===== src/hdl/pscbr_pkg.sv =====
// Shared constants, codes and types for the ping-pong serial capture bus reader.
package pscbr_pkg;

    localparam int BUFFER_BYTES_DEF = 64;
    localparam int BYTE_W           = 8;
    localparam int COUNT_W          = 7;
    localparam int OP_W             = 3;
    localparam int CFG_INDEX_W      = 1;

    localparam logic [BYTE_W-1:0] HDR_OVERFLOW   = 8'h80;
    localparam logic [BYTE_W-1:0] LED_LONG_MS    = 8'd200;
    localparam logic [BYTE_W-1:0] LED_SHORT_MS   = 8'd2;
    localparam logic [BYTE_W-1:0] START_CODE_RST = 8'd1;
    localparam logic [BYTE_W-1:0] STOP_CODE_RST  = 8'd2;

    typedef enum logic [OP_W-1:0] {
        OP_SERIAL  = 3'd0,
        OP_RD_ADDR = 3'd1,
        OP_WR_ADDR = 3'd2,
        OP_CMD     = 3'd3,
        OP_DATA_RD = 3'd4,
        OP_TICK    = 3'd5
    } op_t;

    typedef enum logic [CFG_INDEX_W-1:0] {
        CFG_START_CODE = 1'b0,
        CFG_STOP_CODE  = 1'b1
    } cfg_idx_t;

    // Result of one transaction, handed from the controller to the output stage
    typedef struct packed {
        logic              valid;
        logic              from_mem;
        logic [BYTE_W-1:0] bus;
    } res_t;

endpackage


===== src/hdl/pingpong_serial_capture_bus_reader.sv =====
// Top level: ping-pong serial capture buffer drained over a byte-wide bus.
//
//  channel   | handshake               | payload
//  ----------+-------------------------+-------------------------------
//  command   | start / busy            | operation, data_byte
//  result    | done (one-cycle strobe) | bus_data, led_on
//  config    | cfg_write               | cfg_index, cfg_data
//
// One transaction per cycle while busy is low; the result appears in the cycle after
// acceptance, set by the registered read of the byte store RAM.
// busy is high only in the first cycle after reset.
// Reset clears counts, flags, read index and LED timer; store contents are
// undefined until written. The receiver cannot stall: each result shows once.
module pingpong_serial_capture_bus_reader #(
    parameter int BUFFER_BYTES = pscbr_pkg::BUFFER_BYTES_DEF
) (
    input  logic                               clk,
    input  logic                               rst_n,
    input  logic                               start,
    output logic                               busy,
    input  logic [pscbr_pkg::OP_W-1:0]         operation,
    input  logic [pscbr_pkg::BYTE_W-1:0]       data_byte,
    output logic                               done,
    output logic [pscbr_pkg::BYTE_W-1:0]       bus_data,
    output logic                               led_on,
    input  logic                               cfg_write,
    input  logic [pscbr_pkg::CFG_INDEX_W-1:0]  cfg_index,
    input  logic [pscbr_pkg::BYTE_W-1:0]       cfg_data
);

    localparam int DEPTH = 2 * BUFFER_BYTES;
    localparam int AW    = $clog2(DEPTH);

    logic                         accept;
    logic                         busy_reg;
    logic                         done_reg;
    logic                         from_mem_reg;
    logic [pscbr_pkg::BYTE_W-1:0] bus_reg;
    logic                         ram_we;
    logic [AW-1:0]                ram_addr;
    logic [pscbr_pkg::BYTE_W-1:0] ram_rdata;
    pscbr_pkg::res_t              res;

    assign accept = start && !busy_reg;

    pscbr_ctrl #(
        .BUFFER_BYTES (BUFFER_BYTES)
    ) u_ctrl (
        .clk       (clk),
        .rst_n     (rst_n),
        .accept    (accept),
        .operation (operation),
        .data_byte (data_byte),
        .cfg_write (cfg_write),
        .cfg_index (cfg_index),
        .cfg_data  (cfg_data),
        .ram_we    (ram_we),
        .ram_addr  (ram_addr),
        .res       (res),
        .led_on    (led_on)
    );

    pscbr_ram #(
        .WIDTH (pscbr_pkg::BYTE_W),
        .DEPTH (DEPTH)
    ) u_store (
        .clk   (clk),
        .we    (ram_we),
        .addr  (ram_addr),
        .wdata (data_byte),
        .rdata (ram_rdata)
    );

    always_ff @(posedge clk or negedge rst_n)
    begin
        if (!rst_n)
        begin
            busy_reg <= 1'b1;
            done_reg <= 1'b0;
        end
        else
        begin
            busy_reg <= 1'b0;
            done_reg <= res.valid;
        end
    end

    always_ff @(posedge clk)
    begin
        from_mem_reg <= res.from_mem;
        bus_reg      <= res.bus;
    end

    // pick the stored byte straight off the RAM read register
    assign bus_data = from_mem_reg ? ram_rdata : bus_reg;
    assign done     = done_reg;
    assign busy     = busy_reg;

    a_done_follows_accept: assert property (@(posedge clk) disable iff (!rst_n)
        done |-> $past(start && !busy))
        else $error("result strobe without an accepted transaction");

    a_mem_only_on_read: assert property (@(posedge clk) disable iff (!rst_n)
        (done && from_mem_reg) |-> $past(operation == pscbr_pkg::OP_DATA_RD))
        else $error("store data returned for a transaction other than a data read");

    a_led_off_on_tick: assert property (@(posedge clk) disable iff (!rst_n)
        $fell(led_on) |-> $past(start && !busy && operation == pscbr_pkg::OP_TICK))
        else $error("LED turned off without a millisecond tick");

endmodule


===== src/hdl/pscbr_ram.sv =====
// Generic single-port synchronous RAM with registered read.
module pscbr_ram #(
    parameter int WIDTH = 8,
    parameter int DEPTH = 128
) (
    input  logic                     clk,
    input  logic                     we,
    input  logic [$clog2(DEPTH)-1:0] addr,
    input  logic [WIDTH-1:0]         wdata,
    output logic [WIDTH-1:0]         rdata
);

    logic [WIDTH-1:0] mem_reg [DEPTH];
    logic [WIDTH-1:0] rdata_reg;

    always_ff @(posedge clk)
    begin
        if (we)
        begin
            mem_reg[addr] <= wdata;
        end
        rdata_reg <= mem_reg[addr];
    end

    assign rdata = rdata_reg;

endmodule


===== src/hdl/pscbr_ctrl.sv =====
// Controller: buffer counts, flags, read index, LED timer and RAM access decode.
module pscbr_ctrl #(
    parameter int BUFFER_BYTES = pscbr_pkg::BUFFER_BYTES_DEF,
    localparam int AW          = $clog2(2 * BUFFER_BYTES)
) (
    input  logic                               clk,
    input  logic                               rst_n,
    input  logic                               accept,
    input  logic [pscbr_pkg::OP_W-1:0]         operation,
    input  logic [pscbr_pkg::BYTE_W-1:0]       data_byte,
    input  logic                               cfg_write,
    input  logic [pscbr_pkg::CFG_INDEX_W-1:0]  cfg_index,
    input  logic [pscbr_pkg::BYTE_W-1:0]       cfg_data,
    output logic                               ram_we,
    output logic [AW-1:0]                      ram_addr,
    output pscbr_pkg::res_t                    res,
    output logic                               led_on
);

    localparam logic [pscbr_pkg::COUNT_W-1:0] FILL_MAX = pscbr_pkg::COUNT_W'(BUFFER_BYTES - 1);
    localparam logic [AW-1:0]                 HALF     = AW'(BUFFER_BYTES);

    logic [pscbr_pkg::BYTE_W-1:0]  start_code_reg, stop_code_reg;
    logic [pscbr_pkg::COUNT_W-1:0] cnt0_reg, cnt0_next, cnt1_reg, cnt1_next;
    logic [1:0]                    ovf_reg, ovf_next;
    logic                          fill_sel_reg, fill_sel_next;
    logic [pscbr_pkg::COUNT_W-1:0] rd_idx_reg, rd_idx_next;
    logic                          rx_en_reg, rx_en_next;
    logic [pscbr_pkg::BYTE_W-1:0]  led_cnt_reg, led_cnt_next;
    logic                          led_reg, led_next;

    logic                          dsel;
    logic [pscbr_pkg::COUNT_W-1:0] cnt_fill, cnt_drain;
    logic [AW-1:0]                 fill_addr, drain_addr;
    pscbr_pkg::op_t                op;

    always_ff @(posedge clk or negedge rst_n)
    begin
        if (!rst_n)
        begin
            start_code_reg <= pscbr_pkg::START_CODE_RST;
            stop_code_reg  <= pscbr_pkg::STOP_CODE_RST;
        end
        else if (cfg_write)
        begin
            unique case (pscbr_pkg::cfg_idx_t'(cfg_index))
                pscbr_pkg::CFG_START_CODE: start_code_reg <= cfg_data;
                pscbr_pkg::CFG_STOP_CODE:  stop_code_reg  <= cfg_data;
            endcase
        end
    end

    always_ff @(posedge clk or negedge rst_n)
    begin
        if (!rst_n)
        begin
            cnt0_reg     <= '0;
            cnt1_reg     <= '0;
            ovf_reg      <= '0;
            fill_sel_reg <= 1'b0;
            rd_idx_reg   <= '0;
            rx_en_reg    <= 1'b0;
            led_cnt_reg  <= '0;
            led_reg      <= 1'b0;
        end
        else
        begin
            cnt0_reg     <= cnt0_next;
            cnt1_reg     <= cnt1_next;
            ovf_reg      <= ovf_next;
            fill_sel_reg <= fill_sel_next;
            rd_idx_reg   <= rd_idx_next;
            rx_en_reg    <= rx_en_next;
            led_cnt_reg  <= led_cnt_next;
            led_reg      <= led_next;
        end
    end

    always_comb
    begin
        op         = pscbr_pkg::op_t'(operation);
        dsel       = ~fill_sel_reg;
        cnt_fill   = fill_sel_reg ? cnt1_reg : cnt0_reg;
        cnt_drain  = fill_sel_reg ? cnt0_reg : cnt1_reg;
        fill_addr  = (fill_sel_reg ? HALF : '0) + AW'(cnt_fill);
        drain_addr = (dsel ? HALF : '0) + AW'(rd_idx_reg);

        cnt0_next     = cnt0_reg;
        cnt1_next     = cnt1_reg;
        ovf_next      = ovf_reg;
        fill_sel_next = fill_sel_reg;
        rd_idx_next   = rd_idx_reg;
        rx_en_next    = rx_en_reg;
        led_cnt_next  = led_cnt_reg;
        led_next      = led_reg;

        ram_we       = 1'b0;
        ram_addr     = (op == pscbr_pkg::OP_SERIAL) ? fill_addr : drain_addr;
        res.valid    = accept;
        res.from_mem = 1'b0;
        res.bus      = '0;

        if (accept)
        begin
            unique case (op)
                pscbr_pkg::OP_SERIAL:
                begin
                    if (rx_en_reg)
                    begin
                        led_next = 1'b1;
                        if (cnt_fill < FILL_MAX)
                        begin
                            ram_we = 1'b1;
                            if (fill_sel_reg)
                            begin
                                cnt1_next = cnt_fill + 1'b1;
                            end
                            else
                            begin
                                cnt0_next = cnt_fill + 1'b1;
                            end
                            if (led_cnt_reg < pscbr_pkg::LED_SHORT_MS)
                            begin
                                led_cnt_next = pscbr_pkg::LED_SHORT_MS;
                            end
                        end
                        else
                        begin
                            // buffer full: drop the byte, flag it
                            ovf_next[fill_sel_reg] = 1'b1;
                            led_cnt_next           = pscbr_pkg::LED_LONG_MS;
                        end
                    end
                end
                pscbr_pkg::OP_RD_ADDR:
                begin
                    // swap roles, empty the new fill buffer, answer with header
                    fill_sel_next = dsel;
                    rd_idx_next   = '0;
                    if (dsel)
                    begin
                        cnt1_next = '0;
                    end
                    else
                    begin
                        cnt0_next = '0;
                    end
                    ovf_next[dsel] = 1'b0;
                    res.bus = {ovf_reg[fill_sel_reg], cnt_fill};
                end
                pscbr_pkg::OP_CMD:
                begin
                    if (data_byte == start_code_reg)
                    begin
                        cnt0_next    = '0;
                        cnt1_next    = '0;
                        rd_idx_next  = '0;
                        rx_en_next   = 1'b1;
                        led_next     = 1'b1;
                        led_cnt_next = pscbr_pkg::LED_LONG_MS;
                    end
                    else if (data_byte == stop_code_reg)
                    begin
                        rx_en_next = 1'b0;
                    end
                end
                pscbr_pkg::OP_DATA_RD:
                begin
                    if (rd_idx_reg < cnt_drain)
                    begin
                        res.from_mem = 1'b1;
                        rd_idx_next  = rd_idx_reg + 1'b1;
                    end
                end
                pscbr_pkg::OP_TICK:
                begin
                    if (led_cnt_reg != '0)
                    begin
                        led_cnt_next = led_cnt_reg - 1'b1;
                        if (led_cnt_reg == 8'd1)
                        begin
                            led_next = 1'b0;
                        end
                    end
                end
                default:
                begin
                end
            endcase
        end
    end

    assign led_on = led_reg;

endmodule

===== config.mk =====
export PLATFORM = sky130hd
export DESIGN_NAME = pingpong_serial_capture_bus_reader
export DESIGN_NICKNAME = d
export VERILOG_FILES = /design/src/hdl/pscbr_pkg.sv /design/src/hdl/pingpong_serial_capture_bus_reader.sv /design/src/hdl/pscbr_ram.sv /design/src/hdl/pscbr_ctrl.sv
export SDC_FILE = /design/constraint.sdc
export NUM_CORES = 1
export LEC_CHECK = 0
export BUFFER_PORTS_ARGS = -buffer_cell sky130_fd_sc_hd__buf_2
export CAP_MARGIN = 20
export CORE_MARGIN = 3
export CORE_UTILIZATION = 30
export CTS_BUF_LIST = sky130_fd_sc_hd__clkbuf_2 sky130_fd_sc_hd__clkbuf_4 sky130_fd_sc_hd__clkbuf_8
export CTS_CLUSTER_SIZE = 16
export DETAILED_ROUTE_END_ITERATION = 16
export GPL_TIMING_DRIVEN = 0
export HOLD_SLACK_MARGIN = 0.08
export SLEW_MARGIN = 20
export SYNTH_ARGS = -nofsm -noshare
export SYNTH_HDL_FRONTEND = slang
export SYNTH_SLANG_ARGS = --single-unit

===== constraint.sdc =====
create_clock -name clk -period 3.95 [get_ports clk]
set_input_delay 0.5925 -clock clk [delete_from_list [all_inputs] [get_ports clk]]
set_output_delay 0.5925 -clock clk [all_outputs]
set_load 0.01 [all_outputs]

==> results of run 1 <==
## metal layers
layer	GRT usage, %	vias to the layer above	part of all wire, %
li1	-	11314	-
met1	23.0	13460	41
met2	27.0	1405	47
met3	3.84	231	9.4
met4	6.31	0	3.1
met5	0	-	0
## worst register-to-register path, stage by stage, from the launching register on
cell and delay (ns):
dfrtp_1 0.32, buf_4 0.21, mux2i_1 0.27, clkbuf_2 0.33, nor2_1 0.16, a32oi_2 0.60
clkbuf_2 0.48, clkbuf_2 0.40, o31ai_1 0.19, nor4_2 0.68, a211oi_2 0.21
## synthesized netlist by cell type, drive strengths merged, types with 44 or more instances
library cell  number
clkbuf           102
nor2             185
nor4              44
edfxtp          1024
o22ai            381
dfrtp             49
buf               76
o21ai             47
nand2             61
nor3             109
a21oi            113
o221ai            45
## stage by stage
| stage | cells | utilization, % | area [µm²] |
|---|---|---|---|
| global placement | 4491 | 32.1 | 44200 |
| global route | 4827 | 35.8 | 49300 |
| detailed placement | 4502 | 32.3 | 44600 |
| CTS | 4825 | 35.5 | 49000 |
| floorplan | 2663 | - | 41800 |
| finish | 4827 | 35.8 | 49300 |
## layout make-up
type                            count  share of cell area [%]
Buffer                            173                    1.92
Timing Repair Buffer               66                    1.34
Inverter                            9                  0.0685
Sequential cell                  1093                    65.7
Clock inverter                     61                   0.756
Tap cell                         1794                    4.55
Clock buffer                      247                    6.07
Multi-Input combinational cell   1383                    19.6
Antenna cell                        1                 0.00507
## how the worst max path moves through the flow
| stage | start | end | slack [ns] | cells after the start |
|---|---|---|---|---|
| after global routing | operation[0] | u_store.mem_reg[26][0]$_DFFE_PP_ | -0.20 | 11 |
| after detailed placement | operation[1] | u_store.rdata[3]$_DFF_P_ | -1.55 | 13 |
| after floorplan | u_ctrl.fill_sel_reg$_DFFE_PN0P_ | u_ctrl.rd_idx_reg[5]$_DFFE_PN0P_ | 0.37 | 13 |
| final | u_ctrl.fill_sel_reg$_DFFE_PN0P_ | u_store.rdata[4]$_DFF_P_ | -0.03 | 10 |
| after CTS | u_ctrl.fill_sel_reg$_DFFE_PN0P_ | u_store.mem_reg[79][3]$_DFFE_PP_ | -0.24 | 12 |
| after global placement | operation[1] | u_store.rdata[3]$_DFF_P_ | -1.55 | 13 |
## placed cells by master (no fill, tap or decap), drive strengths merged, types with 17 or more instances in the layout
master / synthesis / final
inv: 9 / 17
or4: 37 / 37
or3: 28 / 28
edfxtp: 1024 / 1024
clkinv: 0 / 50
nand2: 61 / 61
o22ai: 381 / 381
o21ai: 47 / 47
buf: 76 / 132
nor2: 185 / 185
clkbuf: 102 / 343
dfxtp: 17 / 17
nor3: 109 / 109
o22a: 22 / 22
a211oi: 23 / 23
a21oi: 113 / 113
o31ai: 37 / 37
dfrtp: 49 / 49
o221ai: 45 / 45
mux2: 37 / 37
mux2i: 36 / 36
nor4: 44 / 44
conb: 1 / 17
## what timing repair did
| item | in CTS | in global routing |
|---|---|---|
| endpoints found under the setup margin | 969 | 959 |
| buffers inserted | 7 | 2 |
| gates resized for setup | 273 | 114 |
| hold buffers | 11 | 0 |
| hold endpoints to repair | 68 | 0 |
| pin swaps | 4 | 6 |
## cell families after synthesis
group	synth area share [%]
xor gates and xnor gates	0.461
adders and majority gates	0.300
other	0.00898
buffers and inverters	2.05
muxes	1.89
DFF	77.6
and+or+nand+nor	6.24
AOI/OAI and AO/OA	11.5
## report_power, final
| group | switching (mW) | internal (mW) | total, mW |
|---|---|---|---|
| Clock | 4.46 | 4.96 | 9.43 |
| Combinational | 2.31 | 1.06 | 3.37 |
| Sequential | 0.137 | 12.8 | 13.0 |
==> flow_metrics.tcl, run 1 <==
set metrics [dict create \
    crit_arrival_ns 4.65 \
    ys.flop_type "edfxtp_1" \
    fillers 12967 \
    fin_crit_sh_pct 101 \
    grt_pass1_vias 25606 \
    ir_drop_uv 253 \
    yosys-top-cells-area "edfxtp_1 74%, o22ai_1 5.7%, dfrtp_1 2.9%" \
    fin_crit_ns 3.98 \
    async_reset_ff_share_pct 4.76 \
    drv_slew 0 \
    cts_buffer_depth 3 \
    hold_depth 1 \
    start_kind "flip-flop" \
    firstDrtPassIters 6 \
    hold_start "data_byte[3]" \
    ys_types 66 \
    cp_slowest_cell "nor4_2" \
    seq_area_frac_synth_pct 77.6 \
    crit_chain "buf_4, mux2i_1, clkbuf_2, nor2_1, a32oi_2, clkbuf_2, clkbuf_2, o31ai_1, nor4_2, a211oi_2" \
    seqCellArea_mm2 0.0324 \
    antenna_found_initial 4 \
    cp_top_family "buffers and inverters" \
    cts_root_buffer "clkbuf_8" \
    cts_sinks 1093 \
    hold_viol 0 \
    ios 35 \
    cts_made_buffers 174 \
    area_delta_synth_final_pct 18.1 \
    yosysTopAreaCellShare_pct 73.6 \
    io_buffers 34 \
    r2r-start "u_ctrl.fill_sel_reg$_DFFE_PN0P_" \
    synth_cells 2647 \
    routabilityCongestion 0.880 \
    core_mm2 0.138 \
    initial_utilization_pct 30.3 \
    die_h_um 379 \
    worst-r2r-setup-slack_ns -0.03 \
    fin_ws_ns -0.0338 \
    worstPathMaxFanout 10 \
    hold_end "u_store.mem_reg[48][3]$_DFFE_PP_" \
    synth_edf_count 1024 \
    clock_skew_ns 0.0530 \
    grt_max_degree 107 \
    cts_tree "done" \
    clock_latency_ns 0.85 \
    yosysWarnings 0 \
    wire_per_inst_um 25.9 \
    viasPerCell 5.47 \
    num_rows 136 \
    p_leak_nw 15.2 \
    timing.fmax_mhz 251 \
    vias 26410 \
    rr_worst_depth 10 \
    critPathCaptureType "flip-flop" \
    setup_tns_ns -0.0338 \
    ys_ff_latch 1093 \
    dieArea_mm2 0.144 \
    drive_gt1_share_pct 23.1 \
    final-setup-viol-count 1 \
    r2r_end "u_store.rdata[4]$_DFF_P_" \
    hold_slack_ns 0.158 \
    critical_path_class "flip-flop to flip-flop" \
    drtIter0Drc 3232 \
    relSlewSlack_pct 39.2 \
    syn_area_per_cell_um2 15.8 \
    violations "negative setup slack" \
    cpMostUsedCell "clkbuf_2" \
    power.total_mw 25.8 \
    maxCapViolations 0 \
    power_density_mw_per_mm2 522 \
    cp_num_buf_inv 4 \
    post-dp-hpwl_um 82800 \
    clk_pin_slew_ns 0.06 \
    yosysTopAreaCell "edfxtp_1" \
    worstMarginPinSlew_ns 0.902 \
    die_x_um 379 \
    place_ws_ns -1.55 \
    htreeDepth 4 \
    hp-class "input pin to flip-flop" \
    grt.total_usage_pct 17.1 \
    multi_input_area_mm2 0.00969 \
    critical_path_required_ns 4.61 \
    grt_pass1_wl_um 179000 \
    max_stage_delay_ns 0.68 \
    outcome "finished with violations" \
    drt_drc_violations_left 0 \
    wl_um 125000 \
    largest_register_ffs 1024 \
    ant_nets 0 \
    grt_overflow 0 \
    nets 2934 \
    syn-cell-area_mm2 0.0418 \
    grt_setup_unrepaired "yes" \
]
(Power assumes the default switching activity.)
==> run 2: changes to the inputs <==
CORE_MARGIN = 5   (was 3)
GPL_TIMING_DRIVEN = not set   (was 0)
==> run 2 against run 1 <==
Compared with the run above:
- the flow now finishes without violations
- sequential power about the same
- register-to-register slack better by 0.21 ns
- total power down 0.28%
- final area up 0.62%
- clock skew up 0.0065 ns
- non-clock buffer count up 96
- via count down 2.1%
- critical endpoint is now u_store.rdata[6]$_DFF_P_
- largest power group unchanged
==> flow_metrics.tcl, run 2 (synthesized netlist as in run 1, its figures left out) <==
set metrics [dict create \
    outcome "complete, no violations" \
    start_kind "flip-flop" \
    final-setup-viol-count 0 \
    num_rows 137 \
    antenna_found_initial 3 \
    cts_tree "done" \
    grt_pass1_vias 25636 \
    crit_arrival_ns 4.51 \
    largest_register_ffs 1024 \
    worst-r2r-setup-slack_ns 0.18 \
    p_sw_mw 6.62 \
    relSlewSlack_pct 30.9 \
    hold_viol 0 \
    hp-class "input pin to flip-flop" \
    post-dp-hpwl_um 72600 \
    power_density_mw_per_mm2 517 \
    drive_gt1_share_pct 21.7 \
    setup_tns_ns 0 \
    clock_skew_ns 0.0595 \
    grt.total_usage_pct 15.6 \
    p_clk_share_pct 37.7 \
    initial_utilization_pct 30.1 \
    worstPathMaxFanout 29 \
    nets 3031 \
    ant_nets 0 \
    layout_commonest_cell "edfxtp_1" \
    viasPerCell 5.23 \
    cp_slowest_cell "a32oi_2" \
    critical_path_class "flip-flop to flip-flop" \
    htreeDepth 4 \
    grt_max_degree 86 \
    comb_power_share_pct 11.6 \
    area_delta_synth_final_pct 18.9 \
    io_buffers 34 \
    drv_slew 0 \
    grt_pass1_wl_um 172000 \
    maxCapViolations 0 \
    wire_per_inst_um 23.6 \
    dieArea_mm2 0.147 \
    critical_path_required_ns 4.69 \
    cpMostUsedCell "buf_4" \
    clk_pin_slew_ns 0.06 \
    cp_top_family "simple AND/OR/NAND/NOR gates" \
    drtIter0Drc 2824 \
    final_cells 4946 \
    wl_um 117000 \
    fillers 13144 \
    cts_root_buffer "clkbuf_8" \
    grt_overflow 0 \
    grt_setup_unrepaired "no" \
    die_h_um 383 \
    p_leak_nw 16.1 \
    fin_crit_sh_pct 95.5 \
    intPower_mw 19.1 \
    cts_buffer_depth 3 \
    critPathCaptureType "flip-flop" \
    ios 35 \
    crit_chain "buf_12, and3b_1, or2_2, a32oi_2, buf_4, nor3_1, nor4_1, buf_4, a21boi_0, or4_1" \
    timing.fmax_mhz 265 \
    cts_sinks 1093 \
    routabilityCongestion 0.837 \
    max_stage_delay_ns 0.66 \
    cp_num_buf_inv 3 \
    firstDrtPassIters 5 \
    drt_drc_violations_left 0 \
    worstMarginPinSlew_ns 1.04 \
    clock_latency_ns 0.88 \
    place_inst 4617 \
    ir_drop_uv 291 \
    vias 25856 \
    cts_made_buffers 175 \
    fin_crit_ns 3.77 \
    die_x_um 383 \
    pwr-share-seq_pct 50.7 \
    core_mm2 0.139 \
    swShare_pct 25.8 \
    mostFrequentLayoutCells "1024 x edfxtp_1, 379 x o22ai_1, 271 x buf_4, 184 x nor2_1, 183 x clkbuf_8" \
]
-- run 2: layout make-up --
class,instances,area [µm²],share of cell area (%)
Tap cell,1807,2260,4.55
Clock buffer,248,3010,6.06
Timing Repair Buffer,335,2830,5.69
Sequential cell,1093,32400,65.3
Antenna cell,2,5.00,0.0101
Multi-Input combinational cell,1383,8630,17.4
Inverter,9,33.8,0.0680
Clock inverter,69,487,0.980
-- run 2: final timing paths --
kind	start	end	cells past startpoint
worst max-delay path	u_ctrl.fill_sel_reg$_DFFE_PN0P_	u_store.rdata[6]$_DFF_P_	10
min in group asynchronous	rst_n	u_ctrl.rd_idx_reg[3]$_DFFE_PN0P_	3
max in group asynchronous	rst_n	u_ctrl.cnt0_reg[2]$_DFFE_PN0P_	3
worst min-delay path	data_byte[4]	u_store.mem_reg[33][4]$_DFFE_PP_	1
worst max register to register	u_ctrl.fill_sel_reg$_DFFE_PN0P_	u_store.rdata[6]$_DFF_P_	10
worst min register to register	u_ctrl.led_on$_DFFE_PN0P_	u_ctrl.led_on$_DFFE_PN0P_	1
-- run 2: power groups by stage --
stage | clock, mW | combinational [mW] | sequential, mW
3_3_place_gp | 0 | 2.92 | 13.3
2_1_floorplan | 0 | 1.71 | 13.1
6_report | 9.69 | 2.97 | 13.0
4_1_cts | 9.87 | 2.96 | 13.0
3_5_place_dp | 0 | 2.94 | 13.3
5_1_grt | 10.4 | 3.18 | 13.0
-- run 2: repair_timing --
action                    4_1_cts  5_1_grt
buffers inserted                0        0
hold buffers                   10        0
resized for setup               0        0
hold endpoints to repair       66        0
-- run 2: layer usage --
| layer | up-vias | share of wire (%) | GRT usage, % | wire length (µm) |
|---|---|---|---|---|
| met4 | 0 | 3.1 | 5.56 | 3600 |
| met2 | 1069 | 47 | 24.9 | 55400 |
| met1 | 13058 | 43 | 21.4 | 49700 |
| met3 | 216 | 7.0 | 2.80 | 8180 |
| li1 | 11513 | - | - | - |
| met5 | - | 0 | 0 | 0 |
-- run 2: stage by stage --
stage / instance area (µm²) / power, mW / hold WS [ns] / utilization, % / setup WS [ns]
final: 49600 / 25.7 / 0.173 / 35.8 / 0.180
after global routing: 49600 / 26.6 / 0.135 / 35.8 / 0.00330
after CTS: 49600 / 25.8 / 0.122 / 35.8 / 0.157
after detailed placement: 46000 / 16.2 / 0.492 / 33.2 / 0.0202
after global placement: 46000 / 16.2 / 0.493 / 33.2 / 0.0970
after floorplan: 41800 / 14.9 / 0.297 / - / 0.374
-- run 2: worst reg2reg max path, stage by stage, from the launching register on --
cell      delay, ns
dfrtp_1        0.54
buf_12         0.25
and3b_1        0.22
or2_2          0.31
a32oi_2        0.66
buf_4          0.29
nor3_1         0.07
nor4_1         0.46
buf_4          0.20
a21boi_0       0.14
or4_1          0.53
